<file path="src/hw/rtl/glh_pkg.sv">
`timescale 1ns / 1ps
`default_nettype none
// ----------------------------------------------------------------------------
// Gaussian landmark heatmap package
// Shared constants, word types and the exponential lookup table.
// ----------------------------------------------------------------------------
package glh_pkg;

    // Block limits
    localparam int MAX_ROI      = 3;
    localparam int MAX_MAP_SIZE = 1024;
    localparam int EXP_DEPTH    = 256;

    // Field and datapath widths
    localparam int CFG_W     = 12;
    localparam int CFG_IDX_W = 2;
    localparam int DIM_W     = 11;
    localparam int ROI_W     = 2;
    localparam int SIG_W     = 12;
    localparam int LM_W      = 17;
    localparam int POS_W     = 27;
    localparam int CTR_W     = 12;
    localparam int CELL_W    = 12;
    localparam int PROB_W    = 17;
    localparam int DEN_W     = 25;
    localparam int EXP_IDX_W = $clog2(EXP_DEPTH);
    localparam int EXP_SH    = 20 - EXP_IDX_W;
    localparam int OFF_W     = 20;
    localparam int SQ_W      = 36;
    localparam int DSR_W     = DEN_W + EXP_SH;
    localparam int NUM_W     = DSR_W + 1;
    localparam int DIV_Q     = 17;
    localparam int SUM_W     = 22;
    localparam int WIN_W     = 6;
    localparam int WIN_MAX   = (2 * MAX_ROI + 1) * (2 * MAX_ROI + 1);
    localparam int AXIS_W    = 3;
    localparam int QUEUE_DEPTH = 2;
    localparam int QPTR_W    = $clog2(QUEUE_DEPTH);

    localparam logic [PROB_W-1:0] PROB_ONE = 17'h10000;

    // Configuration register indexes
    localparam logic [CFG_IDX_W-1:0] CFG_MAP_WIDTH  = 2'd0;
    localparam logic [CFG_IDX_W-1:0] CFG_MAP_HEIGHT = 2'd1;
    localparam logic [CFG_IDX_W-1:0] CFG_ROI_RADIUS = 2'd2;
    localparam logic [CFG_IDX_W-1:0] CFG_SIGMA      = 2'd3;

    // Configuration reset values
    localparam logic [DIM_W-1:0] MAP_WIDTH_RST  = 11'd64;
    localparam logic [DIM_W-1:0] MAP_HEIGHT_RST = 11'd64;
    localparam logic [ROI_W-1:0] ROI_RADIUS_RST = 2'd2;
    localparam logic [SIG_W-1:0] SIGMA_RST      = 12'd256;

    typedef struct packed {
        logic [DIM_W-1:0] map_width;
        logic [DIM_W-1:0] map_height;
        logic [ROI_W-1:0] roi_radius;
        logic [SIG_W-1:0] sigma;
    } glh_cfg_t;

    // One landmark word as classified by the front end
    typedef struct packed {
        logic [POS_W-1:0] px;
        logic [POS_W-1:0] py;
        logic [CTR_W-1:0] cx;
        logic [CTR_W-1:0] cy;
        logic [DIM_W-1:0] w;
        logic [DIM_W-1:0] h;
        logic [ROI_W-1:0] r;
        logic [DEN_W-1:0] den;
    } glh_job_t;

    typedef struct packed {
        logic             valid;
        logic             zero;
        logic [NUM_W-1:0] num;
        logic [DSR_W-1:0] dsr;
    } glh_div_req_t;

    typedef struct packed {
        logic             valid;
        logic             zero;
        logic [DIV_Q-1:0] quot;
    } glh_div_rsp_t;

    typedef logic [PROB_W-1:0] exp_tab_t [EXP_DEPTH];

    // Builds exp(-j*16/EXP_DEPTH) in Q1.16 from a series and repeated squaring.
    function automatic exp_tab_t build_exp_tab();
        exp_tab_t    t;
        logic [63:0] y;
        logic [63:0] y2;
        logic [63:0] y3;
        logic [63:0] y4;
        logic [63:0] v;
        for (int j = 0; j < EXP_DEPTH; j++)
        begin
            if (j == 0)
            begin
                t[j] = PROB_ONE;
            end
            else
            begin
                y  = (64'(j) << 36) / 64'(EXP_DEPTH * 256);
                y2 = (y * y) >> 32;
                y3 = (y2 * y) >> 32;
                y4 = (y3 * y) >> 32;
                v  = (64'd1 << 32) - y + y2 / 64'd2 - y3 / 64'd6 + y4 / 64'd24;
                if (v > 64'hFFFF_FFFF)
                begin
                    v = 64'hFFFF_FFFF;
                end
                for (int i = 0; i < 8; i++)
                begin
                    v = (v * v + 64'h8000_0000) >> 32;
                end
                v = (v + 64'd32768) >> 16;
                t[j] = (v > 64'd65536) ? PROB_ONE : v[PROB_W-1:0];
            end
        end
        return t;
    endfunction

    localparam exp_tab_t EXP_TAB = build_exp_tab();

endpackage
`default_nettype wire

</file>
<file path="src/hw/rtl/glh_queue.sv">
`timescale 1ns / 1ps
`default_nettype none
// ----------------------------------------------------------------------------
// Gaussian landmark heatmap job queue
// A short first-in first-out buffer that decouples the front and back ends.
// ----------------------------------------------------------------------------
module glh_queue import glh_pkg::*;
(
    input  logic     clk,
    input  logic     rst_n,
    input  logic     push,
    input  glh_job_t push_job,
    output logic     full,
    input  logic     pop,
    output logic     job_valid,
    output glh_job_t pop_job
);

    glh_job_t           mem_reg [QUEUE_DEPTH];
    logic [QPTR_W-1:0]  wr_ptr_reg;
    logic [QPTR_W-1:0]  rd_ptr_reg;
    logic [QPTR_W:0]    cnt_reg;

    assign full      = (cnt_reg == (QPTR_W+1)'(QUEUE_DEPTH));
    assign job_valid = (cnt_reg != '0);
    assign pop_job   = mem_reg[rd_ptr_reg];

    // Pointers and fill level.
    always_ff @(posedge clk or negedge rst_n)
    begin
        if (!rst_n)
        begin
            wr_ptr_reg <= '0;
            rd_ptr_reg <= '0;
            cnt_reg    <= '0;
        end
        else
        begin
            if (push)
            begin
                wr_ptr_reg <= wr_ptr_reg + 1'b1;
            end
            if (pop)
            begin
                rd_ptr_reg <= rd_ptr_reg + 1'b1;
            end
            if (push && !pop)
            begin
                cnt_reg <= cnt_reg + 1'b1;
            end
            else if (pop && !push)
            begin
                cnt_reg <= cnt_reg - 1'b1;
            end
        end
    end

    // Storage.
    always_ff @(posedge clk)
    begin
        if (push)
        begin
            mem_reg[wr_ptr_reg] <= push_job;
        end
    end

endmodule
`default_nettype wire

</file>
<file path="config.mk">
export PLATFORM = sky130hd
export DESIGN_NAME = glh_queue
export DESIGN_NICKNAME = d
export VERILOG_FILES = /design/src/hw/rtl/glh_pkg.sv /design/src/hw/rtl/glh_queue.sv
export SDC_FILE = /design/constraint.sdc
export NUM_CORES = 1
export LEC_CHECK = 0
export ABC_AREA = 1
export ABC_CLOCK_PERIOD_IN_PS = 5700
export BUFFER_PORTS_ARGS = -buffer_cell sky130_fd_sc_hd__buf_4
export CAP_MARGIN = 20
export CORE_MARGIN = 2
export CORE_UTILIZATION = 39
export CTS_CLUSTER_DIAMETER = 100
export DETAILED_ROUTE_END_ITERATION = 12
export PLACE_DENSITY = 0.68
export SYNTH_ARGS = -nofsm -noshare
export SYNTH_HDL_FRONTEND = slang
export SYNTH_SLANG_ARGS = --single-unit
</file>
<file path="constraint.sdc">
create_clock -name clk -period 5.7 [get_ports clk]
set_input_delay 1.14 -clock clk [delete_from_list [all_inputs] [get_ports clk]]
set_output_delay 1.14 -clock clk [all_outputs]
set_load 0.03 [all_outputs]
</file>
==> results.ini <==
[worst_setup_path]
r2r_cells=3
path_max_fanout=65
critPathLaunchType=flip-flop
reg2reg_from=wr_ptr_reg
cp-endpoint=pop_job[118]
cp-end-kind=output port
crit_type=reg2out
required_ns=4.56
worst_r2r_endpoint=mem_reg[1][38]
critPathLaunch=rd_ptr_reg
worstPathArrival_ns=2.57
r2r_slack_ns=3.65

[die]
start_util_pct=40.0
dieArea_um2=25500
die_x_um=160
core_um2=23600
rows=56
num_io_pins=260
die_h_um=160

[timing]
fmax_mhz=270
finalSetupTns_ns=0
slew_violations=0
slew_headroom_pct=41.0
setup_viol=0
fin_skew_ns=0.0168
min_period_ns=3.71
period_share_pct=65.1
tightest_slew_ns=0.885
hold_viol=0
rsz0062_at_grt=false

[final_layout]
area.growth.synth_to_final_pct=32.5
largest_reg_flops=254
final_layout_size_suffix_gt1_share_pct=59.9
fin_nets=831
num_antenna_cells=0
stdcell_count=1035
final_area_um2=12500
final_core_utilization_pct=53.0

[pwr]
leakage_nw=4.69
vdd_drop_max_mv=0.433
total_power_mw=6.71
powerDensity_nw_per_um2=536

[drt]
routed_wl_mm=18.3
antenna_left=0
drt-pass1-iter-count=4
wl_per_cell_um=17.7
drc=0
detail_route.vias_per_cell=4.57
drt_iter0_drc=274
vias=4733

[clock_tree]
cts_buffer_depth=3
cts_buffers=27
hold_buffers=0
cts_sinks=258
cts_tree=done
path_clk_slew_ns=0.06
cts-resized-gates=0
post-cts-setup-buffers=0
ctsRootBufferMaster=clkbuf_16
insertion_delay_ns=0.53
htreeDepth=1

[place]
dp.cells=988
dpl.hpwl_mm=12.1
portBuffers=259
routabilityCongestion=0.727
place_area_um2=11700

[grt]
grtUsageTotal_pct=13.7
grt_pass1_wl_mm=27.8
first_global_vias=5083
grt_max_degree=94
grt-ovfl-total=0
antenna_found_initial=0

[synthesis]
synth_cell_type_count=13
syn_area_per_cell_um2=22.5
ys_warn_count=0
synth_area_um2=9450
ys_seq_elements=258
syn_nets=552
ys_seq_area_share_pct=81.8
synthCells=420

[run_status]
outcome=finished, final reports clean

[worst_hold_path]
hp-class=in2async

[job]
max_cap_viol_count=0

==> layout by cell type (no fill, tap or decap) <==
cell type and count:
inv_4 1, dfrtp_1 3, clkinv_2 4, nand2_1 6
dfrtp_4 1, clkinv_1 8, buf_12 3, buf_4 261
edfxtp_1 254, inv_16 1, nand4_1 1, mux2_2 127
ha_1 1, clkbuf_16 27, bufinv_16 2, nor2_4 1
inv_1 6, xor2_1 2, clkinvlp_4 1, nand3_1 1
clkbuf_1 3, nor2_1 1, xnor2_1 1
==> logic make-up after synthesis <==
family	count (synthesis)	synth area share, %
xor+xnor	3	0.278
fa+ha+maj	1	0.132
buf+inv	21	2.21
flops	258	81.8
mux	127	15.1
simple gates	10	0.437
==> through the flow <==
| step | hold WS (ns) | setup WS, ns |
|---|---|---|
| global placement | 0.454 | 2.58 |
| CTS | 0.360 | 1.93 |
| floorplan | 0.442 | 0.803 |
| global route | 0.363 | 1.84 |
| detailed placement | 0.479 | 2.52 |
| finish | 0.387 | 1.99 |
==> area by class of cell <==
| type | instances | area (um2) |
|---|---|---|
| inverters | 7 | 28.8 |
| well taps | 319 | 399 |
| flip-flops and latches | 258 | 7730 |
| clock buffers | 30 | 687 |
| multi-input cells | 141 | 1520 |
| fillers | 1894 | 11100 |
| clock inverters | 16 | 138 |
| repair buffers | 264 | 2020 |
==> worst min-delay path by stage <==
stage | from | end | slack, ns | depth (start not counted)
2_1_floorplan | cnt_reg[1] | cnt_reg[1] | 0.44 | 2
3_3_place_gp | cnt_reg[1] | cnt_reg[1] | 0.45 | 2
3_5_place_dp | cnt_reg[1] | cnt_reg[1] | 0.48 | 2
4_1_cts | rst_n | cnt_reg[0] | 0.36 | 1
5_1_grt | rst_n | cnt_reg[0] | 0.36 | 1
6_report | rst_n | cnt_reg[0] | 0.39 | 1
==> cell usage after synthesis (all sizes together) <==
library cell  number  share of area, %
xnor2              1             0.093
xor2               2              0.19
nand2              6              0.24
edfxtp           254                81
clkbuf            10               1.5
dfrtp              4               1.1
buf                4              0.48
nand4              1             0.066
inv                7              0.28
mux2             127                15
ha                 1              0.13
nor2               2             0.079
nand3              1             0.053
==> worst max-delay path, cell delays in order, from the launching register on <==
cell	delay (ns)
dfrtp_4	0.97
buf_12	0.37
mux2_2	0.40
buf_4	0.17
==> power by group <==
part	leakage (nW)	internal (mW)	switching, mW
Combinational	1.86	0.980	1.41
Sequential	2.43	2.52	0.169
Clock	0.403	0.952	0.674
Total	4.69	4.45	2.26
==> layer usage <==
layer  GRT usage (%)  part of all wire (%)
met1            16.1                    39
met2            24.2                    51
met3            3.92                   7.3
met4            4.59                   2.7
met5               0                     0
(Power assumes the default switching activity.)
