`src/hw/rtl/glh_pkg.sv`:
```
`timescale 1ns / 1ps
`default_nettype none
// ----------------------------------------------------------------------------
// Gaussian landmark heatmap package
// Shared constants, word types and the exponential lookup table.
// ----------------------------------------------------------------------------
package glh_pkg;

    // Block limits
    localparam int MAX_ROI      = 3;
    localparam int MAX_MAP_SIZE = 1024;
    localparam int EXP_DEPTH    = 256;

    // Field and datapath widths
    localparam int CFG_W     = 12;
    localparam int CFG_IDX_W = 2;
    localparam int DIM_W     = 11;
    localparam int ROI_W     = 2;
    localparam int SIG_W     = 12;
    localparam int LM_W      = 17;
    localparam int POS_W     = 27;
    localparam int CTR_W     = 12;
    localparam int CELL_W    = 12;
    localparam int PROB_W    = 17;
    localparam int DEN_W     = 25;
    localparam int EXP_IDX_W = $clog2(EXP_DEPTH);
    localparam int EXP_SH    = 20 - EXP_IDX_W;
    localparam int OFF_W     = 20;
    localparam int SQ_W      = 36;
    localparam int DSR_W     = DEN_W + EXP_SH;
    localparam int NUM_W     = DSR_W + 1;
    localparam int DIV_Q     = 17;
    localparam int SUM_W     = 22;
    localparam int WIN_W     = 6;
    localparam int WIN_MAX   = (2 * MAX_ROI + 1) * (2 * MAX_ROI + 1);
    localparam int AXIS_W    = 3;
    localparam int QUEUE_DEPTH = 2;
    localparam int QPTR_W    = $clog2(QUEUE_DEPTH);

    localparam logic [PROB_W-1:0] PROB_ONE = 17'h10000;

    // Configuration register indexes
    localparam logic [CFG_IDX_W-1:0] CFG_MAP_WIDTH  = 2'd0;
    localparam logic [CFG_IDX_W-1:0] CFG_MAP_HEIGHT = 2'd1;
    localparam logic [CFG_IDX_W-1:0] CFG_ROI_RADIUS = 2'd2;
    localparam logic [CFG_IDX_W-1:0] CFG_SIGMA      = 2'd3;

    // Configuration reset values
    localparam logic [DIM_W-1:0] MAP_WIDTH_RST  = 11'd64;
    localparam logic [DIM_W-1:0] MAP_HEIGHT_RST = 11'd64;
    localparam logic [ROI_W-1:0] ROI_RADIUS_RST = 2'd2;
    localparam logic [SIG_W-1:0] SIGMA_RST      = 12'd256;

    typedef struct packed {
        logic [DIM_W-1:0] map_width;
        logic [DIM_W-1:0] map_height;
        logic [ROI_W-1:0] roi_radius;
        logic [SIG_W-1:0] sigma;
    } glh_cfg_t;

    // One landmark word as classified by the front end
    typedef struct packed {
        logic [POS_W-1:0] px;
        logic [POS_W-1:0] py;
        logic [CTR_W-1:0] cx;
        logic [CTR_W-1:0] cy;
        logic [DIM_W-1:0] w;
        logic [DIM_W-1:0] h;
        logic [ROI_W-1:0] r;
        logic [DEN_W-1:0] den;
    } glh_job_t;

    typedef struct packed {
        logic             valid;
        logic             zero;
        logic [NUM_W-1:0] num;
        logic [DSR_W-1:0] dsr;
    } glh_div_req_t;

    typedef struct packed {
        logic             valid;
        logic             zero;
        logic [DIV_Q-1:0] quot;
    } glh_div_rsp_t;

    typedef logic [PROB_W-1:0] exp_tab_t [EXP_DEPTH];

    // Builds exp(-j*16/EXP_DEPTH) in Q1.16 from a series and repeated squaring.
    function automatic exp_tab_t build_exp_tab();
        exp_tab_t    t;
        logic [63:0] y;
        logic [63:0] y2;
        logic [63:0] y3;
        logic [63:0] y4;
        logic [63:0] v;
        for (int j = 0; j < EXP_DEPTH; j++)
        begin
            if (j == 0)
            begin
                t[j] = PROB_ONE;
            end
            else
            begin
                y  = (64'(j) << 36) / 64'(EXP_DEPTH * 256);
                y2 = (y * y) >> 32;
                y3 = (y2 * y) >> 32;
                y4 = (y3 * y) >> 32;
                v  = (64'd1 << 32) - y + y2 / 64'd2 - y3 / 64'd6 + y4 / 64'd24;
                if (v > 64'hFFFF_FFFF)
                begin
                    v = 64'hFFFF_FFFF;
                end
                for (int i = 0; i < 8; i++)
                begin
                    v = (v * v + 64'h8000_0000) >> 32;
                end
                v = (v + 64'd32768) >> 16;
                t[j] = (v > 64'd65536) ? PROB_ONE : v[PROB_W-1:0];
            end
        end
        return t;
    endfunction

    localparam exp_tab_t EXP_TAB = build_exp_tab();

endpackage
`default_nettype wire

```
`src/hw/rtl/glh_div.sv`:
```
`timescale 1ns / 1ps
`default_nettype none
// ----------------------------------------------------------------------------
// Gaussian landmark heatmap divider
// Pipelined restoring divider, one quotient bit per stage. The numerator must
// be below the divisor shifted by the quotient width.
// ----------------------------------------------------------------------------
module glh_div import glh_pkg::*;
(
    input  logic         clk,
    input  logic         rst_n,
    input  glh_div_req_t req,
    output glh_div_rsp_t rsp
);

    logic             v_reg   [DIV_Q];
    logic             z_reg   [DIV_Q];
    logic [DSR_W-1:0] rem_reg [DIV_Q];
    logic [DIV_Q-1:0] lo_reg  [DIV_Q];
    logic [DIV_Q-1:0] q_reg   [DIV_Q];
    logic [DSR_W-1:0] d_reg   [DIV_Q];

    logic [DSR_W-1:0] rem_in  [DIV_Q];
    logic [DIV_Q-1:0] lo_in   [DIV_Q];
    logic [DIV_Q-1:0] q_in    [DIV_Q];
    logic [DSR_W-1:0] d_in    [DIV_Q];
    logic [DSR_W-1:0] rem_out [DIV_Q];
    logic             qbit    [DIV_Q];

    // Stage inputs: the request for the first stage, the previous stage after.
    always_comb
    begin
        rem_in[0] = DSR_W'(req.num >> DIV_Q);
        lo_in[0]  = req.num[DIV_Q-1:0];
        q_in[0]   = '0;
        d_in[0]   = req.dsr;
        for (int i = 1; i < DIV_Q; i++)
        begin
            rem_in[i] = rem_reg[i-1];
            lo_in[i]  = lo_reg[i-1];
            q_in[i]   = q_reg[i-1];
            d_in[i]   = d_reg[i-1];
        end
    end

    // One compare and subtract per stage.
    always_comb
    begin
        for (int i = 0; i < DIV_Q; i++)
        begin
            qbit[i]    = ({rem_in[i], lo_in[i][DIV_Q-1]} >= {1'b0, d_in[i]});
            rem_out[i] = qbit[i] ? DSR_W'({rem_in[i], lo_in[i][DIV_Q-1]} - {1'b0, d_in[i]})
                                 : DSR_W'({rem_in[i], lo_in[i][DIV_Q-1]});
        end
    end

    // Stage valid bits.
    always_ff @(posedge clk or negedge rst_n)
    begin
        if (!rst_n)
        begin
            for (int i = 0; i < DIV_Q; i++)
            begin
                v_reg[i] <= 1'b0;
            end
        end
        else
        begin
            v_reg[0] <= req.valid;
            for (int i = 1; i < DIV_Q; i++)
            begin
                v_reg[i] <= v_reg[i-1];
            end
        end
    end

    // Stage payload.
    always_ff @(posedge clk)
    begin
        z_reg[0] <= req.zero;
        for (int i = 1; i < DIV_Q; i++)
        begin
            z_reg[i] <= z_reg[i-1];
        end
        for (int i = 0; i < DIV_Q; i++)
        begin
            rem_reg[i] <= rem_out[i];
            lo_reg[i]  <= {lo_in[i][DIV_Q-2:0], 1'b0};
            q_reg[i]   <= {q_in[i][DIV_Q-2:0], qbit[i]};
            d_reg[i]   <= d_in[i];
        end
    end

    assign rsp.valid = v_reg[DIV_Q-1];
    assign rsp.zero  = z_reg[DIV_Q-1];
    assign rsp.quot  = q_reg[DIV_Q-1];

endmodule
`default_nettype wire

```
`config.mk`:
```
export PLATFORM = sky130hd
export DESIGN_NAME = glh_div
export DESIGN_NICKNAME = d
export VERILOG_FILES = /design/src/hw/rtl/glh_pkg.sv /design/src/hw/rtl/glh_div.sv
export SDC_FILE = /design/constraint.sdc
export NUM_CORES = 2
export LEC_CHECK = 0
export ABC_AREA = 0
export ABC_CLOCK_PERIOD_IN_PS = 5550
export BUFFER_PORTS_ARGS = -buffer_cell sky130_fd_sc_hd__buf_2
export CAP_MARGIN = 40
export CELL_PAD_IN_SITES_DETAIL_PLACEMENT = 2
export CELL_PAD_IN_SITES_GLOBAL_PLACEMENT = 2
export CORE_ASPECT_RATIO = 1.2
export CORE_MARGIN = 2
export CORE_UTILIZATION = 35
export CTS_BUF_LIST = sky130_fd_sc_hd__clkbuf_8 sky130_fd_sc_hd__clkbuf_16
export CTS_CLUSTER_SIZE = 25
export DETAILED_ROUTE_END_ITERATION = 10
export PLACE_DENSITY = 0.66
export SLEW_MARGIN = 5
export SYNTH_ARGS = -nofsm -noshare
export SYNTH_HDL_FRONTEND = slang
export SYNTH_SLANG_ARGS = --single-unit
```
`constraint.sdc`:
```
create_clock -name clk -period 5.55 [get_ports clk]
set_clock_uncertainty 0.15 [all_clocks]
set_input_delay 0 -clock clk [delete_from_list [all_inputs] [get_ports clk]]
set_output_delay 0 -clock clk [all_outputs]
set_load 0.005 [all_outputs]
```
==> results.tsv <==
metric	value	unit
crit_path_top_delay_cell	a31o_2	
cap_viol_max_count	0	
cts_buffers	169	
wl_per_cell	20.59	um
path_clk_slew	0.06	ns
hold_path_class	primary input to register	
dp_hpwl	178600	um
end_kind	register	
maxSlewViolCount	0	
period_needed	4.840	ns
critical_path_class	register to register	
fp.dieW	414.6	um
synth_cells	7679	
r2r-start	d_reg[0][530]	
synthArstFlopShare	0.01128	
via_count	55470	
finalPower	0.03940	W
synthDistinctLibCells	97	
ys_warn_count	0	
ys_seq_area_frac	0.4273	
avgSynthCellArea	9.221	um2
max_stage_delay	0.54	ns
tightest_slew	1.015	ns
postCtsSetupRepairBufs	0	
finalHoldViolations	0	
globalplace.congestion	0.9129	
timing.rr.end	rem_reg[0][567]	
areaGrowthSynthToFinish	15.90	%
antenna_found_initial	5	
start_kind	register	
hold_path_depth	4	
p_leak	38.01	nW
die_h	496.7	um
clkSinkCount	1507	
portBuffers	97	
drtIter0Drc	1618	
die-area	205900	um2
htreeDepth	4	
irDropWorstVdd	0.0003416	V
initial_utilization	0.3529	
outcome	completed	
final_nets	8644	
clock_path_buffers	3	
fin_crit_sh	0.8721	
grt_max_degree	72	
ant_nets	0	
path_cells	inv_1 -> ha_1 -> nand4_1 -> or3_1 -> o21ai_1 -> a21o_1 -> a31oi_1 -> a311oi_2 -> a31o_2 -> buf_12 -> mux2_2	
crit_required	6.12	ns
core_area	200700	um2
layout-drive-gt1-share	0.09106	
viasPerCell	5.155	
crit_arrival	5.41	ns
ios	98	
wl	221500	um
crit_fanout	33	
rrSetupSlack	0.71	ns
firstDrtPassIters	5	
rsz0062_at_grt	false	
fin_tns_setup	0	ns
placementRows	180	
synth_ff_type	dfxtp_1	
clock-root-buffer	clkbuf_16	
clkLatencyLatePin	0.84	ns
drc	0	
max_freq	0.2066	GHz
power_per_cell_area	480.1	nW/um2
syn_area	70810	um2
cts_tree	yes	
worst-r2r-cell-count	11	
grt_pass1_wl	346300	um
min_from	req[36]	
holdPathEnd	rem_reg[0][36]	
synth_edf_count	0	
gr-total-overflow	0	
slew_headroom	0.3184	
synth_nets	8388	
grt_pass1_vias	62810	
ys_ff_latch	1507	
track_usage	0.2140	
setup_viol	0	
==> synth_stat cells (all sizes together), types with 13 or more instances <==
library cell / count / share of area
a2111oi: 18 / 0.0023
a211o: 20 / 0.0025
a211oi: 47 / 0.0050
a21boi: 24 / 0.0025
a21o: 375 / 0.040
a21oi: 780 / 0.055
a221oi: 20 / 0.0028
a31o: 15 / 0.0019
a31oi: 66 / 0.0059
a41oi: 19 / 0.0026
and2: 34 / 0.0030
and3: 64 / 0.0057
buf: 72 / 0.0058
clkbuf: 183 / 0.0097
dfrtp: 17 / 0.0060
dfxtp: 1490 / 0.42
fa: 16 / 0.0045
ha: 614 / 0.11
inv: 797 / 0.042
mux2: 250 / 0.040
mux2i: 17 / 0.0024
nand2: 393 / 0.021
nand2b: 48 / 0.0042
nand3: 139 / 0.0098
nand3b: 13 / 0.0014
nand4: 111 / 0.0098
nor2: 522 / 0.028
nor2b: 65 / 0.0057
nor3: 70 / 0.0049
nor4: 31 / 0.0027
o211ai: 34 / 0.0037
o21a: 86 / 0.0091
o21ai: 349 / 0.025
o21bai: 96 / 0.010
o22ai: 21 / 0.0019
o31ai: 40 / 0.0044
o41ai: 15 / 0.0020
or2: 22 / 0.0019
or3: 20 / 0.0018
xnor2: 338 / 0.042
xor2: 168 / 0.021
==> worst max-delay path by stage <==
stage                   from         endpoint  slack, ns  cells past startpoint
2_1_floorplan  lo_reg[0][15]   rem_reg[0][55]       2.04                     16
3_3_place_gp   d_reg[0][530]  rem_reg[0][563]       0.69                     11
3_5_place_dp   d_reg[0][530]  rem_reg[0][556]       0.64                     11
4_1_cts        d_reg[0][530]  rem_reg[0][556]       0.61                     11
5_1_grt        d_reg[0][530]  rem_reg[0][572]       0.41                     13
6_report       d_reg[0][530]  rem_reg[0][567]       0.71                     11
==> layout by cell type, fill, tap and decap left out, types with 111 or more instances in the layout <==
master,n
a21o_1,375
a21oi_1,778
clkbuf_16,169
dfxtp_1,1490
dlygate4sd3_1,172
ha_1,614
inv_1,824
mux2_2,201
nand2_1,393
nand3_1,138
nand4_1,111
nor2_1,521
o21ai_0,337
xnor2_1,338
xor2_1,168
==> kinds of logic (layout without fill, tap and decap cells) <==
logic type,count (synthesis),count (layout),share of synthesized area
flip-flops,1507,1507,0.4273
XOR/XNOR,506,506,0.06259
AO/OA/AOI/OAI,2138,2138,0.1919
buffers and inverters,1052,1445,0.05782
AND/OR/NAND/NOR,1579,1579,0.1053
multiplexers,267,267,0.04216
adder cells (fa/ha/maj),630,630,0.1130
other,0,48,0
==> repair_timing <==
item,4_1_cts,5_1_grt
hold buffers,172,0
resized for setup,0,0
endpoints found under the hold margin,110,0
==> worst max-delay path, delay by kind of cell, from the launching register on <==
kind | cells | cell delay [ns]
compound gates | 5 | 2.00
fa+ha+maj | 1 | 0.45
buf+inv | 2 | 0.31
flops | 1 | 0.36
mux | 1 | 0.37
simple gates | 2 | 1.02
==> final cells by class <==
class                           instances  area [um2]
Clock buffer                          198        4628
Multi-Input combinational cell       5120       36580
Sequential cell                      1507       30250
Clock inverter                        110        1333
Fill cell                           21690      118600
Antenna cell                           48       120.1
Inverter                              797        2992
Tap cell                             2639        3302
Timing Repair Buffer                  340        2854
==> metal layers <==
metal  vias to the layer above  track usage  routed length, um
met5                         -            0                  0
met4                         0       0.1554              17770
met3                       539      0.02396               3995
met2                       704       0.4553             128400
met1                     27030       0.1769              71340
li1                      27200            -                  -
==> power by group <==
| part | internal [W] | switching, W | total [W] |
|---|---|---|---|
| logic | 0.00605 | 0.00826 | 0.0143 |
| clock network | 0.00699 | 0.00475 | 0.0117 |
| registers | 0.0124 | 0.000903 | 0.0134 |
| total | 0.0255 | 0.0139 | 0.0394 |
==> through the flow <==
step                      cells  worst slack (ns)  instance area, um2  hold slack [ns]  utilization
final                     10760            0.7098               82070          0.05650       0.4090
after global routing      10760            0.4051               82070          0.03894       0.4090
after CTS                 10710            0.6056               81940          0.01065       0.4083
after detailed placement  10230            0.6419               74260          -0.2160       0.3701
after global placement    10220            0.6894               74170          -0.2272       0.3696
after floorplan            7679             2.045               70810          -0.4456            -
Note: power is estimated with default switching activity, not from simulation.
