--- config.mk ---
export PLATFORM = sky130hd
export DESIGN_NAME = glh_front
export DESIGN_NICKNAME = d
export VERILOG_FILES = /design/src/hw/rtl/glh_pkg.sv /design/src/hw/rtl/glh_front.sv
export SDC_FILE = /design/constraint.sdc
export NUM_CORES = 1
export LEC_CHECK = 0
export ABC_AREA = 1
export BUFFER_PORTS_ARGS = -buffer_cell sky130_fd_sc_hd__buf_2
export CORE_MARGIN = 2
export CORE_UTILIZATION = 60
export CTS_CLUSTER_SIZE = 28
export DETAILED_ROUTE_END_ITERATION = 6
export PLACE_DENSITY = 0.81
export SYNTH_ARGS = -nofsm -noshare
export SYNTH_HDL_FRONTEND = slang
export SYNTH_SLANG_ARGS = --single-unit
--- constraint.sdc ---
create_clock -name clk -period 6.6 [get_ports clk]
set_input_delay 1.32 -clock clk [delete_from_list [all_inputs] [get_ports clk]]
set_output_delay 1.32 -clock clk [all_outputs]
set_load 0.02 [all_outputs]
--- src/hw/rtl/glh_pkg.sv ---
`timescale 1ns / 1ps
`default_nettype none
// ----------------------------------------------------------------------------
// Gaussian landmark heatmap package
// Shared constants, word types and the exponential lookup table.
// ----------------------------------------------------------------------------
package glh_pkg;

    // Block limits
    localparam int MAX_ROI      = 3;
    localparam int MAX_MAP_SIZE = 1024;
    localparam int EXP_DEPTH    = 256;

    // Field and datapath widths
    localparam int CFG_W     = 12;
    localparam int CFG_IDX_W = 2;
    localparam int DIM_W     = 11;
    localparam int ROI_W     = 2;
    localparam int SIG_W     = 12;
    localparam int LM_W      = 17;
    localparam int POS_W     = 27;
    localparam int CTR_W     = 12;
    localparam int CELL_W    = 12;
    localparam int PROB_W    = 17;
    localparam int DEN_W     = 25;
    localparam int EXP_IDX_W = $clog2(EXP_DEPTH);
    localparam int EXP_SH    = 20 - EXP_IDX_W;
    localparam int OFF_W     = 20;
    localparam int SQ_W      = 36;
    localparam int DSR_W     = DEN_W + EXP_SH;
    localparam int NUM_W     = DSR_W + 1;
    localparam int DIV_Q     = 17;
    localparam int SUM_W     = 22;
    localparam int WIN_W     = 6;
    localparam int WIN_MAX   = (2 * MAX_ROI + 1) * (2 * MAX_ROI + 1);
    localparam int AXIS_W    = 3;
    localparam int QUEUE_DEPTH = 2;
    localparam int QPTR_W    = $clog2(QUEUE_DEPTH);

    localparam logic [PROB_W-1:0] PROB_ONE = 17'h10000;

    // Configuration register indexes
    localparam logic [CFG_IDX_W-1:0] CFG_MAP_WIDTH  = 2'd0;
    localparam logic [CFG_IDX_W-1:0] CFG_MAP_HEIGHT = 2'd1;
    localparam logic [CFG_IDX_W-1:0] CFG_ROI_RADIUS = 2'd2;
    localparam logic [CFG_IDX_W-1:0] CFG_SIGMA      = 2'd3;

    // Configuration reset values
    localparam logic [DIM_W-1:0] MAP_WIDTH_RST  = 11'd64;
    localparam logic [DIM_W-1:0] MAP_HEIGHT_RST = 11'd64;
    localparam logic [ROI_W-1:0] ROI_RADIUS_RST = 2'd2;
    localparam logic [SIG_W-1:0] SIGMA_RST      = 12'd256;

    typedef struct packed {
        logic [DIM_W-1:0] map_width;
        logic [DIM_W-1:0] map_height;
        logic [ROI_W-1:0] roi_radius;
        logic [SIG_W-1:0] sigma;
    } glh_cfg_t;

    // One landmark word as classified by the front end
    typedef struct packed {
        logic [POS_W-1:0] px;
        logic [POS_W-1:0] py;
        logic [CTR_W-1:0] cx;
        logic [CTR_W-1:0] cy;
        logic [DIM_W-1:0] w;
        logic [DIM_W-1:0] h;
        logic [ROI_W-1:0] r;
        logic [DEN_W-1:0] den;
    } glh_job_t;

    typedef struct packed {
        logic             valid;
        logic             zero;
        logic [NUM_W-1:0] num;
        logic [DSR_W-1:0] dsr;
    } glh_div_req_t;

    typedef struct packed {
        logic             valid;
        logic             zero;
        logic [DIV_Q-1:0] quot;
    } glh_div_rsp_t;

    typedef logic [PROB_W-1:0] exp_tab_t [EXP_DEPTH];

    // Builds exp(-j*16/EXP_DEPTH) in Q1.16 from a series and repeated squaring.
    function automatic exp_tab_t build_exp_tab();
        exp_tab_t    t;
        logic [63:0] y;
        logic [63:0] y2;
        logic [63:0] y3;
        logic [63:0] y4;
        logic [63:0] v;
        for (int j = 0; j < EXP_DEPTH; j++)
        begin
            if (j == 0)
            begin
                t[j] = PROB_ONE;
            end
            else
            begin
                y  = (64'(j) << 36) / 64'(EXP_DEPTH * 256);
                y2 = (y * y) >> 32;
                y3 = (y2 * y) >> 32;
                y4 = (y3 * y) >> 32;
                v  = (64'd1 << 32) - y + y2 / 64'd2 - y3 / 64'd6 + y4 / 64'd24;
                if (v > 64'hFFFF_FFFF)
                begin
                    v = 64'hFFFF_FFFF;
                end
                for (int i = 0; i < 8; i++)
                begin
                    v = (v * v + 64'h8000_0000) >> 32;
                end
                v = (v + 64'd32768) >> 16;
                t[j] = (v > 64'd65536) ? PROB_ONE : v[PROB_W-1:0];
            end
        end
        return t;
    endfunction

    localparam exp_tab_t EXP_TAB = build_exp_tab();

endpackage
`default_nettype wire

--- src/hw/rtl/glh_front.sv ---
`timescale 1ns / 1ps
`default_nettype none
// ----------------------------------------------------------------------------
// Gaussian landmark heatmap front end
// Accepts a landmark, scales it by the map size and forms the centre cell and
// the Gaussian denominator, then hands the word to the queue.
// ----------------------------------------------------------------------------
module glh_front import glh_pkg::*;
(
    input  logic             clk,
    input  logic             rst_n,
    input  logic             start,
    output logic             busy,
    input  logic [LM_W-1:0]  landmark_x,
    input  logic [LM_W-1:0]  landmark_y,
    input  glh_cfg_t         cfg,
    input  logic             q_full,
    output logic             push,
    output glh_job_t         job
);

    logic                 f_valid_reg;
    logic [POS_W-1:0]     px_reg;
    logic [POS_W-1:0]     py_reg;
    logic [2*SIG_W-1:0]   ss_reg;
    logic [DIM_W-1:0]     w_reg;
    logic [DIM_W-1:0]     h_reg;
    logic [ROI_W-1:0]     r_reg;
    logic                 accept;
    logic [DIM_W-1:0]     w_clamp;
    logic [DIM_W-1:0]     h_clamp;
    logic [ROI_W-1:0]     r_clamp;
    logic [SIG_W-1:0]     s_eff;

    // Saturate the register values to what the datapath supports.
    assign w_clamp = (cfg.map_width > DIM_W'(MAX_MAP_SIZE)) ? DIM_W'(MAX_MAP_SIZE)
                                                            : cfg.map_width;
    assign h_clamp = (cfg.map_height > DIM_W'(MAX_MAP_SIZE)) ? DIM_W'(MAX_MAP_SIZE)
                                                             : cfg.map_height;
    assign r_clamp = (cfg.roi_radius > ROI_W'(MAX_ROI)) ? ROI_W'(MAX_ROI) : cfg.roi_radius;
    assign s_eff   = (cfg.sigma == '0) ? SIG_W'(1) : cfg.sigma;

    assign busy   = f_valid_reg;
    assign accept = start && !busy;
    assign push   = f_valid_reg && !q_full;

    // Hold a word in the product stage until the queue takes it.
    always_ff @(posedge clk or negedge rst_n)
    begin
        if (!rst_n)
        begin
            f_valid_reg <= 1'b0;
        end
        else if (accept)
        begin
            f_valid_reg <= 1'b1;
        end
        else if (push)
        begin
            f_valid_reg <= 1'b0;
        end
    end

    // Scaled position and sigma squared.
    always_ff @(posedge clk)
    begin
        if (accept)
        begin
            px_reg <= POS_W'(landmark_x) * POS_W'(w_clamp);
            py_reg <= POS_W'(landmark_y) * POS_W'(h_clamp);
            ss_reg <= (2*SIG_W)'(s_eff) * (2*SIG_W)'(s_eff);
            w_reg  <= w_clamp;
            h_reg  <= h_clamp;
            r_reg  <= r_clamp;
        end
    end

    // Centre cell is the scaled position rounded half up; the sum needs one
    // bit more than the position, as the centre can reach 2048.
    always_comb
    begin
        job.px  = px_reg;
        job.py  = py_reg;
        job.cx  = CTR_W'(({1'b0, px_reg} + (POS_W+1)'(32768)) >> 16);
        job.cy  = CTR_W'(({1'b0, py_reg} + (POS_W+1)'(32768)) >> 16);
        job.w   = w_reg;
        job.h   = h_reg;
        job.r   = r_reg;
        job.den = DEN_W'({ss_reg, 1'b0});
    end

endmodule
`default_nettype wire

==> impl_metrics.ini, run 1 <==
[clock_tree]
cts_tree = done
numCtsBuffers = 9
clock_latency_ps = 390
cts.sinks = 102
clkSlewWorstSetupHoldPaths_ps = 90
cts_hold_buf = 0
cts_max_path_buffers = 2
cts_max_level = 3
cts_root_buffer = clkbuf_16

[floorplan]
fp.dieH_um = 190
initial_core_util_pct = 61.3
core_area_um2 = 33700
die_w_um = 190
rows = 67
ios = 203
dieArea_um2 = 35900

[logic_synthesis]
synth_compound_area_share_pct = 1.38
yosys.cell_types.count = 35
synth_top_family_by_area = adder cells
synth_area_per_cell_um2 = 7.72
synthXorXnorAreaFrac_pct = 2.84
ys.warnings.count = 0
muxShareOfSynthArea_pct = 0
ys_seq_area_share_pct = 14.8
syn_inst = 2677
syn_area_um2 = 20700
synthAdderAreaFrac_pct = 44.4
synth-seq-cells = 102
synthSimpleGateAreaFrac_pct = 21.6

[worst_setup_path]
startpoint = cfg[14]
rr_endpoint = ss_reg[22]$_DFFE_PP_
worstReg2RegStart = busy$_DFFE_PN0P_
arrival_ps = 6450
endpoint = py_reg[20]$_DFFE_PP_
worstPathMaxFanout = 15
criticalPathCategory = input pin to flip-flop
required_ps = 6750
rr_worst_depth = 4
cp-end-kind = flip-flop
crit_path_start_kind = input pin
rrSetupSlack_ps = 4400

[finish]
fin_nets = 3475
area_delta_synth_final_pct = 9.65
fin_util_pct = 67.2
drive_above_1_share_pct = 9.76
design_area_um2 = 22700

[power_and_ir_drop]
cellLeakagePower_uw = 0.0131
vdd_ir_drop_max_uv = 259
power_per_cell_area_nw_per_um2 = 347

[timing]
rsz0062_at_grt = false
drv_slew = 0
setup_viol = 0
final.setup.worst_slack_ps = 301
skew_ps = 17.6
final_hold_viol_count = 0
relSlewSlack_pct = 45.9
max_freq_mhz = 159
fin_crit_ps = 6300
period_share_pct = 95.4
tightest_slew_ps = 811
whs_ps = 589

[routing]
met2_length_um = 24600
dr_wl_met3_um = 4430
via_per_inst = 5.20
routed_wl_um = 52100
drtPass1Iterations = 7
drc_errors = 0
wl_per_cell_um = 15.7
initialDrtViolationCount = 1294
top_layer_used = met4
vias = 17300
drt-met1-wl_um = 21500
ant_nets = 0

[placement]
port-buffer-count = 200
gp_congestion = 0.966
placed_cell_area_um2 = 22300
dp_hpwl_um = 44100
dpl_worst_slack_ps = -72.8

[flow_run]
drv_cap = 0

[hold_path]
hold_class = flip-flop to flip-flop
hold_path_startpoint = busy$_DFFE_PN0P_

[grt]
overflow = 0
grt_usage_pct = 31.1
grt_max_degree = 56
grt_first_pass_wirelength_um = 87900
grt_pass1_vias = 18400
grt_antenna_before_repair = 1

[run_status]
status = complete, no violations
[synthesized netlist by cell type (all sizes together)]
master    n  share of area [%]
a21oi    41               0.99
a31oi     1              0.030
and2      7               0.21
buf      28               0.65
clkbuf   29               0.53
clkinv    3              0.055
conb      1              0.018
dfrtp     1               0.12
edfxtp  101                 15
fa      344                 33
ha      182                 11
inv     756                 14
nand2   710                 13
nand3    73                1.8
nand3b    8               0.29
nand4    22               0.70
nor2    280                5.4
nor3      7               0.17
nor3b     2              0.073
nor4      3              0.091
o21ai     5               0.18
o21bai    5               0.18
or2       1              0.030
xnor2    19               0.81
xor2     48                2.0
[stage by stage]
step           setup TNS, ps  total power [µW]  cells
6_report                   0              7860   3329
5_1_grt                    0              8730   3329
3_5_place_dp            -463              7210   3312
2_1_floorplan              0              5490   2678
3_3_place_gp               0              7080   3312
4_1_cts                    0              7860   3328
[power by group]
| part | switching (µW) | internal (µW) | leakage [µW] |
|---|---|---|---|
| clock | 319 | 273 | 0.000151 |
| sequential | 135 | 1180 | 0.000966 |
| combinational | 3830 | 2110 | 0.0120 |
| total | 4290 | 3570 | 0.0131 |
[final cells by class]
type | instances | area, µm²
Sequential cell | 102 | 3060
Tap cell | 448 | 561
Multi-Input combinational cell | 1760 | 14500
Inverter | 759 | 2860
Fill cell | 2859 | 11000
Timing Repair Buffer | 243 | 1350
Antenna cell | 1 | 2.50
Clock inverter | 7 | 86.3
Clock buffer | 9 | 225
[routing by layer]
layer / vias to the layer above / GRT usage (%)
li1: 8133 / -
met1: 8337 / 40.9
met2: 728 / 52.2
met3: 122 / 5.59
met4: 0 / 10.8
met5: - / 0
[layout by cell type (no fill, tap or decap), types with 4 or more instances in the layout]
cell type / n
nor2_1: 276
ha_1: 182
fa_1: 344
nand4_1: 21
xor2_1: 48
nor3_1: 7
a21oi_1: 41
o21ai_0: 4
buf_4: 41
xnor2_1: 19
nand3b_1: 8
o21bai_1: 5
edfxtp_1: 101
buf_2: 200
and2_1: 7
inv_1: 743
nand2_1: 708
clkbuf_16: 9
inv_2: 9
nand3_1: 73
[logic make-up (layout without fill, tap and decap cells)]
logic type	count (synthesis)	count (layout)
AO/OA/AOI/OAI	52	52
XOR/XNOR	67	67
adder cells (fa/ha/maj)	526	526
buffers and inverters	816	1018
flip-flops	102	102
other	1	3
AND/OR/NAND/NOR	1113	1113
[worst min-delay path by stage]
stage	end	slack, ps	cells past startpoint
global route	busy$_DFFE_PN0P_	630	2
detailed placement	busy$_DFFE_PN0P_	580	2
CTS	busy$_DFFE_PN0P_	590	2
finish	busy$_DFFE_PN0P_	590	2
floorplan	busy$_DFFE_PN0P_	670	2
global placement	busy$_DFFE_PN0P_	560	2
[timing repair]
action / 4_1_cts / 5_1_grt
setup buffers: 0 / 0
resized for setup: 0 / 2
setup endpoints to repair: 0 / 12
[worst max-delay path, stage by stage]
cell and delay [ps]:
buf_2 110, nor2_1 100, nand4_1 130, o21ai_4 230
nand2_1 160, inv_2 270, nand2_1 130, fa_1 600
fa_1 490, fa_1 560, inv_1 50, fa_1 480
inv_1 50, fa_1 480, inv_1 50, ha_1 330
nand2_1 110, nor2_1 240, inv_1 100, nor2_1 140
nand3_1 130, nand4_1 130, nand2_1 60
Note: power is estimated with default switching activity, not from simulation.
==> run 2, diff against run 1 <==
--- a/config.mk
+++ b/config.mk
@@ -9,6 +9,7 @@
 export BUFFER_PORTS_ARGS = -buffer_cell sky130_fd_sc_hd__buf_2
 export CORE_MARGIN = 2
 export CORE_UTILIZATION = 60
+export CTS_BUF_LIST = sky130_fd_sc_hd__clkbuf_2
 export CTS_CLUSTER_SIZE = 28
 export DETAILED_ROUTE_END_ITERATION = 6
 export PLACE_DENSITY = 0.81
==> run 2 against run 1 <==
Against the previous run:
- critical path type unchanged
- register-to-register slack lost 30 ps
- global-route usage shrank 0.17 points
- core utilization shrank 0.55 points
- non-clock buffer count unchanged
==> impl_metrics.ini, run 2 (synthesis gave the netlist of run 1 again) <==
[power_and_ir_drop]
vdd_ir_drop_max_uv = 259
power_per_cell_area_nw_per_um2 = 339
cellLeakagePower_uw = 0.0130

[grt]
grt_max_degree = 56
grt_antenna_before_repair = 2
overflow = 0
grt_usage_pct = 30.9
grt_pass1_vias = 18300
grt_first_pass_wirelength_um = 87500

[timing]
fin_tns_setup_ps = 0
max_freq_mhz = 169
tightest_slew_ps = 825
fin_crit_ps = 5900
rsz0062_at_grt = false
relSlewSlack_pct = 45.0
final.setup.worst_slack_ps = 699
setup_viol = 0
drv_slew = 0
skew_ps = 111
period_share_pct = 89.4
whs_ps = 281
final_hold_viol_count = 0

[routing]
wl_per_cell_um = 15.6
ant_nets = 0
vias = 17300
via_per_inst = 5.21
initialDrtViolationCount = 1259
drc_errors = 0
routed_wl_um = 51800
drtPass1Iterations = 5

[worst_setup_path]
critPathMaxStageDelay_ps = 550
worst-path-buf-inv = 6
rrSetupSlack_ps = 4370
criticalPathCategory = input pin to flip-flop
worstPathMaxFanout = 12
critPathTopFamily = adder cells
cp-end-kind = flip-flop
cp_num_cells = 25
rr_worst_depth = 4
slowest_stage = fa_1
arrival_ps = 6500
crit_top_cell = nand2_1
required_ps = 7200
crit_path_start_kind = input pin

[finish]
multi_input_area_um2 = 14500
ff_latch_area_um2 = 3060
n_fill_cell = 2888
fin_nets = 3475
area_delta_synth_final_pct = 8.75
drive_above_1_share_pct = 9.69
final_common_cell = inv_1
design_area_um2 = 22500
layout_common_cells = inv_1, nand2_1, fa_1

[clock_tree]
cts_root_buffer = clkbuf_2
cts_tree = done
clock_latency_ps = 840
post_cts_buffers = 0
cts_hold_buf = 0
cts_max_path_buffers = 2
clkSlewWorstSetupHoldPaths_ps = 310
cts_max_level = 3
cts.sinks = 102
postCtsResizedCells = 0
numCtsBuffers = 9

[floorplan]
rows = 67
dieArea_um2 = 35900
fp.dieH_um = 190
initial_core_util_pct = 61.3
ios = 203
core_area_um2 = 33700
die_w_um = 190

[placement]
port-buffer-count = 200
dp_hpwl_um = 44100
gp_congestion = 0.966
placed_cell_area_um2 = 22300
dpl_worst_slack_ps = -72.8

[flow_run]
drv_cap = 0

[run_status]
status = complete, no violations

[hold_path]
hold_class = input pin to async pin
==> run 2: changes by cell type in the layout (fill, tap and decap cells not counted) <==
| cell | previous run | this run |
|---|---|---|
| diode_2 | 1 | 2 |
| clkinvlp_4 | 2 | 0 |
| clkbuf_16 | 9 | 0 |
| inv_1 | 743 | 745 |
| clkbuf_2 | 0 | 9 |
==> run 2: cell type report <==
class | count | share of cell area (%)
Multi-Input combinational cell | 1760 | 64.6
Inverter | 759 | 12.7
Clock inverter | 7 | 0.384
Clock buffer | 9 | 0.200
Antenna cell | 2 | 0.0223
Tap cell | 448 | 2.49
Sequential cell | 102 | 13.6
Timing Repair Buffer | 243 | 6.00
==> run 2: metal layers <==
layer | vias to the layer above | share of wire, % | global-route usage, %
met1 | 8393 | 42 | 40.7
li1 | 8138 | - | -
met2 | 686 | 47 | 52.0
met4 | 0 | 2.9 | 10.6
met3 | 116 | 8.3 | 5.57
met5 | - | 0 | 0
==> run 2: power breakdown <==
part           switching [µW]  internal [µW]  leakage (µW)
Sequential                134           1180      0.000966
Clock                     302           68.6     0.0000773
Combinational            3810           2110        0.0120
==> run 2: worst paths after layout <==
check,startpoint,end
worst max-delay path,cfg[25],px_reg[18]$_DFFE_PP_
worst min-delay path,rst_n,busy$_DFFE_PN0P_
worst max register to register,busy$_DFFE_PN0P_,ss_reg[22]$_DFFE_PP_
worst min register to register,busy$_DFFE_PN0P_,busy$_DFFE_PN0P_
max in group asynchronous,rst_n,busy$_DFFE_PN0P_
min in group clk,busy$_DFFE_PN0P_,busy$_DFFE_PN0P_
==> run 2: stage by stage <==
step | cells | utilization [%] | power [µW]
floorplan | 2678 | - | 5490
global placement | 3312 | 66.3 | 7080
detailed placement | 3312 | 66.3 | 7210
CTS | 3328 | 66.7 | 7620
global route | 3330 | 66.7 | 8490
finish | 3330 | 66.7 | 7610
==> run 3, diff against run 2 <==
--- a/config.mk
+++ b/config.mk
@@ -8,11 +8,11 @@
 export ABC_AREA = 1
 export BUFFER_PORTS_ARGS = -buffer_cell sky130_fd_sc_hd__buf_2
 export CORE_MARGIN = 2
-export CORE_UTILIZATION = 60
+export CORE_UTILIZATION = 65
 export CTS_BUF_LIST = sky130_fd_sc_hd__clkbuf_2
 export CTS_CLUSTER_SIZE = 28
 export DETAILED_ROUTE_END_ITERATION = 6
-export PLACE_DENSITY = 0.81
+export PLACE_DENSITY = 0.87
 export SYNTH_ARGS = -nofsm -noshare
 export SYNTH_HDL_FRONTEND = slang
 export SYNTH_SLANG_ARGS = --single-unit
==> constraint.sdc (replaced) <==
create_clock -name clk -period 6.6 [get_ports clk]
set_input_delay 0.33 -clock clk [delete_from_list [all_inputs] [get_ports clk]]
set_output_delay 0.33 -clock clk [all_outputs]
set_load 0.02 [all_outputs]
==> run 3 against run 2 <==
Against the previous run:
- flip-flop and latch count did not move
- fmax rose by 2.9%
- clock skew fell by 28 ps
- sequential power barely moved
- sequential share of layout area rose by 0.15 points
- first-iteration DRC count rose by 10%
- critical endpoint is now py_reg[14]$_DFFE_PP_
- worst setup slack improved by 170 ps
- critical path depth fell by 1
- global-route usage rose by 3.1 points
- clock power fell by 5.7%
- wire length rose by 2.9%
- design area fell by 1.1%
==> impl_metrics.ini, run 3 (synthesis gave the netlist of run 1 again) <==
[run_status]
status = complete, no violations

[timing]
drv_slew = 0
final_hold_viol_count = 0
fin_crit_ps = 5730
setup_viol = 0
rsz0062_at_grt = false
fin_tns_setup_ps = 0
period_share_pct = 86.9
max_freq_mhz = 174
tightest_slew_ps = 984
relSlewSlack_pct = 34.4
skew_ps = 82.8

[floorplan]
core_area_um2 = 31400
initial_core_util_pct = 65.8
dieArea_um2 = 33200
rows = 65
die_w_um = 182
ios = 203
fp.dieH_um = 182

[finish]
drive_above_1_share_pct = 8.44
n_fill_cell = 2558
design_area_um2 = 22200
layout_common_cells = inv_1, nand2_1, fa_1
fin_util_pct = 70.8
fin_nets = 3452
multi_input_area_um2 = 14500
area_delta_synth_final_pct = 7.60
ff_latch_area_um2 = 3060
final_common_cell = inv_1

[worst_setup_path]
worstPathMaxFanout = 15
arrival_ps = 6310
cp-end-kind = flip-flop
criticalPathCategory = input pin to flip-flop
crit_path_start_kind = input pin
required_ps = 7180

[clock_tree]
numCtsBuffers = 9
cts.sinks = 102
cts_max_path_buffers = 2
cts_max_level = 3
clock_latency_ps = 780
cts_tree = done
clkSlewWorstSetupHoldPaths_ps = 370
post_cts_buffers = 0
cts_root_buffer = clkbuf_2

[hold_path]
hold_class = input pin to flip-flop

[grt]
grtUsageMet1_pct = 44.4
grt_pass1_vias = 18500
grtUsageMet3_pct = 6.88
grt_use_met2_pct = 56.0
grt_max_degree = 74
top_usage_layer = met2
overflow = 0
grt_first_pass_wirelength_um = 88500
grt_antenna_before_repair = 3
grt_usage_pct = 34.1

[routing]
wl_per_cell_um = 16.4
via_per_inst = 5.38
ant_nets = 0
drtPass1Iterations = 6
vias = 17500
drc_errors = 0
routed_wl_um = 53400
initialDrtViolationCount = 1387

[power_and_ir_drop]
vdd_ir_drop_max_uv = 309
cellLeakagePower_uw = 0.0129
power_per_cell_area_nw_per_um2 = 339

[placement]
gp_congestion = 1.02
dp_hpwl_um = 44100
port-buffer-count = 200
placed_cell_area_um2 = 22000

[flow_run]
drv_cap = 0
==> run 3: layout make-up <==
type                            instances  share of cell area (%)
Tap cell                              402                    2.26
Multi-Input combinational cell       1760                    65.3
Antenna cell                            1                  0.0113
Sequential cell                       102                    13.8
Clock buffer                            9                   0.203
Timing Repair Buffer                  220                    5.34
Clock inverter                          7                   0.315
Inverter                              759                    12.8
==> run 3: final timing paths <==
check	startpoint	endpoint	slack [ps]	depth (start not counted)
min in group asynchronous	rst_n	busy$_DFFE_PN0P_	390	3
setup reg to reg	busy$_DFFE_PN0P_	py_reg[17]$_DFFE_PP_	4400	4
max in group asynchronous	rst_n	busy$_DFFE_PN0P_	6120	3
hold / removal	cfg[1]	ss_reg[2]$_DFFE_PP_	60	3
hold reg to reg	busy$_DFFE_PN0P_	ss_reg[20]$_DFFE_PP_	960	3
setup / recovery	cfg[21]	py_reg[14]$_DFFE_PP_	870	24
==> run 3: what timing repair did <==
item,in CTS,in global routing
hold endpoints to repair,12,0
hold buffers,14,0
gates resized for setup,0,0
==> run 3: per-stage QoR <==
stage | hold slack, ps | std cells | total power (µW) | setup slack (ps)
CTS | 20.0 | 3259 | 7510 | 982
global route | 62.6 | 3260 | 8380 | 583
floorplan | 34.4 | 2678 | 5490 | 1520
detailed placement | 107 | 3229 | 7100 | 719
global placement | 105 | 3229 | 6960 | 787
finish | 62.9 | 3260 | 7540 | 867
==> run 3: worst max-delay path: stages <==
cell	delay, ps
dlygate4sd3_1	550
buf_2	130
inv_2	100
nand4_2	140
o21ai_4	250
nand2_1	280
inv_2	340
nand2_1	120
fa_1	490
fa_1	520
fa_1	560
inv_1	50
fa_1	480
inv_1	50
fa_1	480
inv_1	50
ha_1	340
nand2_1	110
nor2_1	260
nand2_1	90
nand2_1	180
nand2_1	80
nand2_1	80
xor2_1	260
==> run 3: power by group <==
group | switching [µW] | leakage, µW | internal (µW)
registers | 127 | 0.000966 | 1180
logic | 3870 | 0.0119 | 2010
clock network | 288 | 0.0000714 | 61.4
total | 4280 | 0.0129 | 3260
==> run 3: layer usage <==
metal | up-vias | routed length, µm
li1 | 8084 | -
met1 | 8400 | 21400
met2 | 872 | 24500
met3 | 164 | 5320
met4 | 4 | 2150
met5 | - | 21
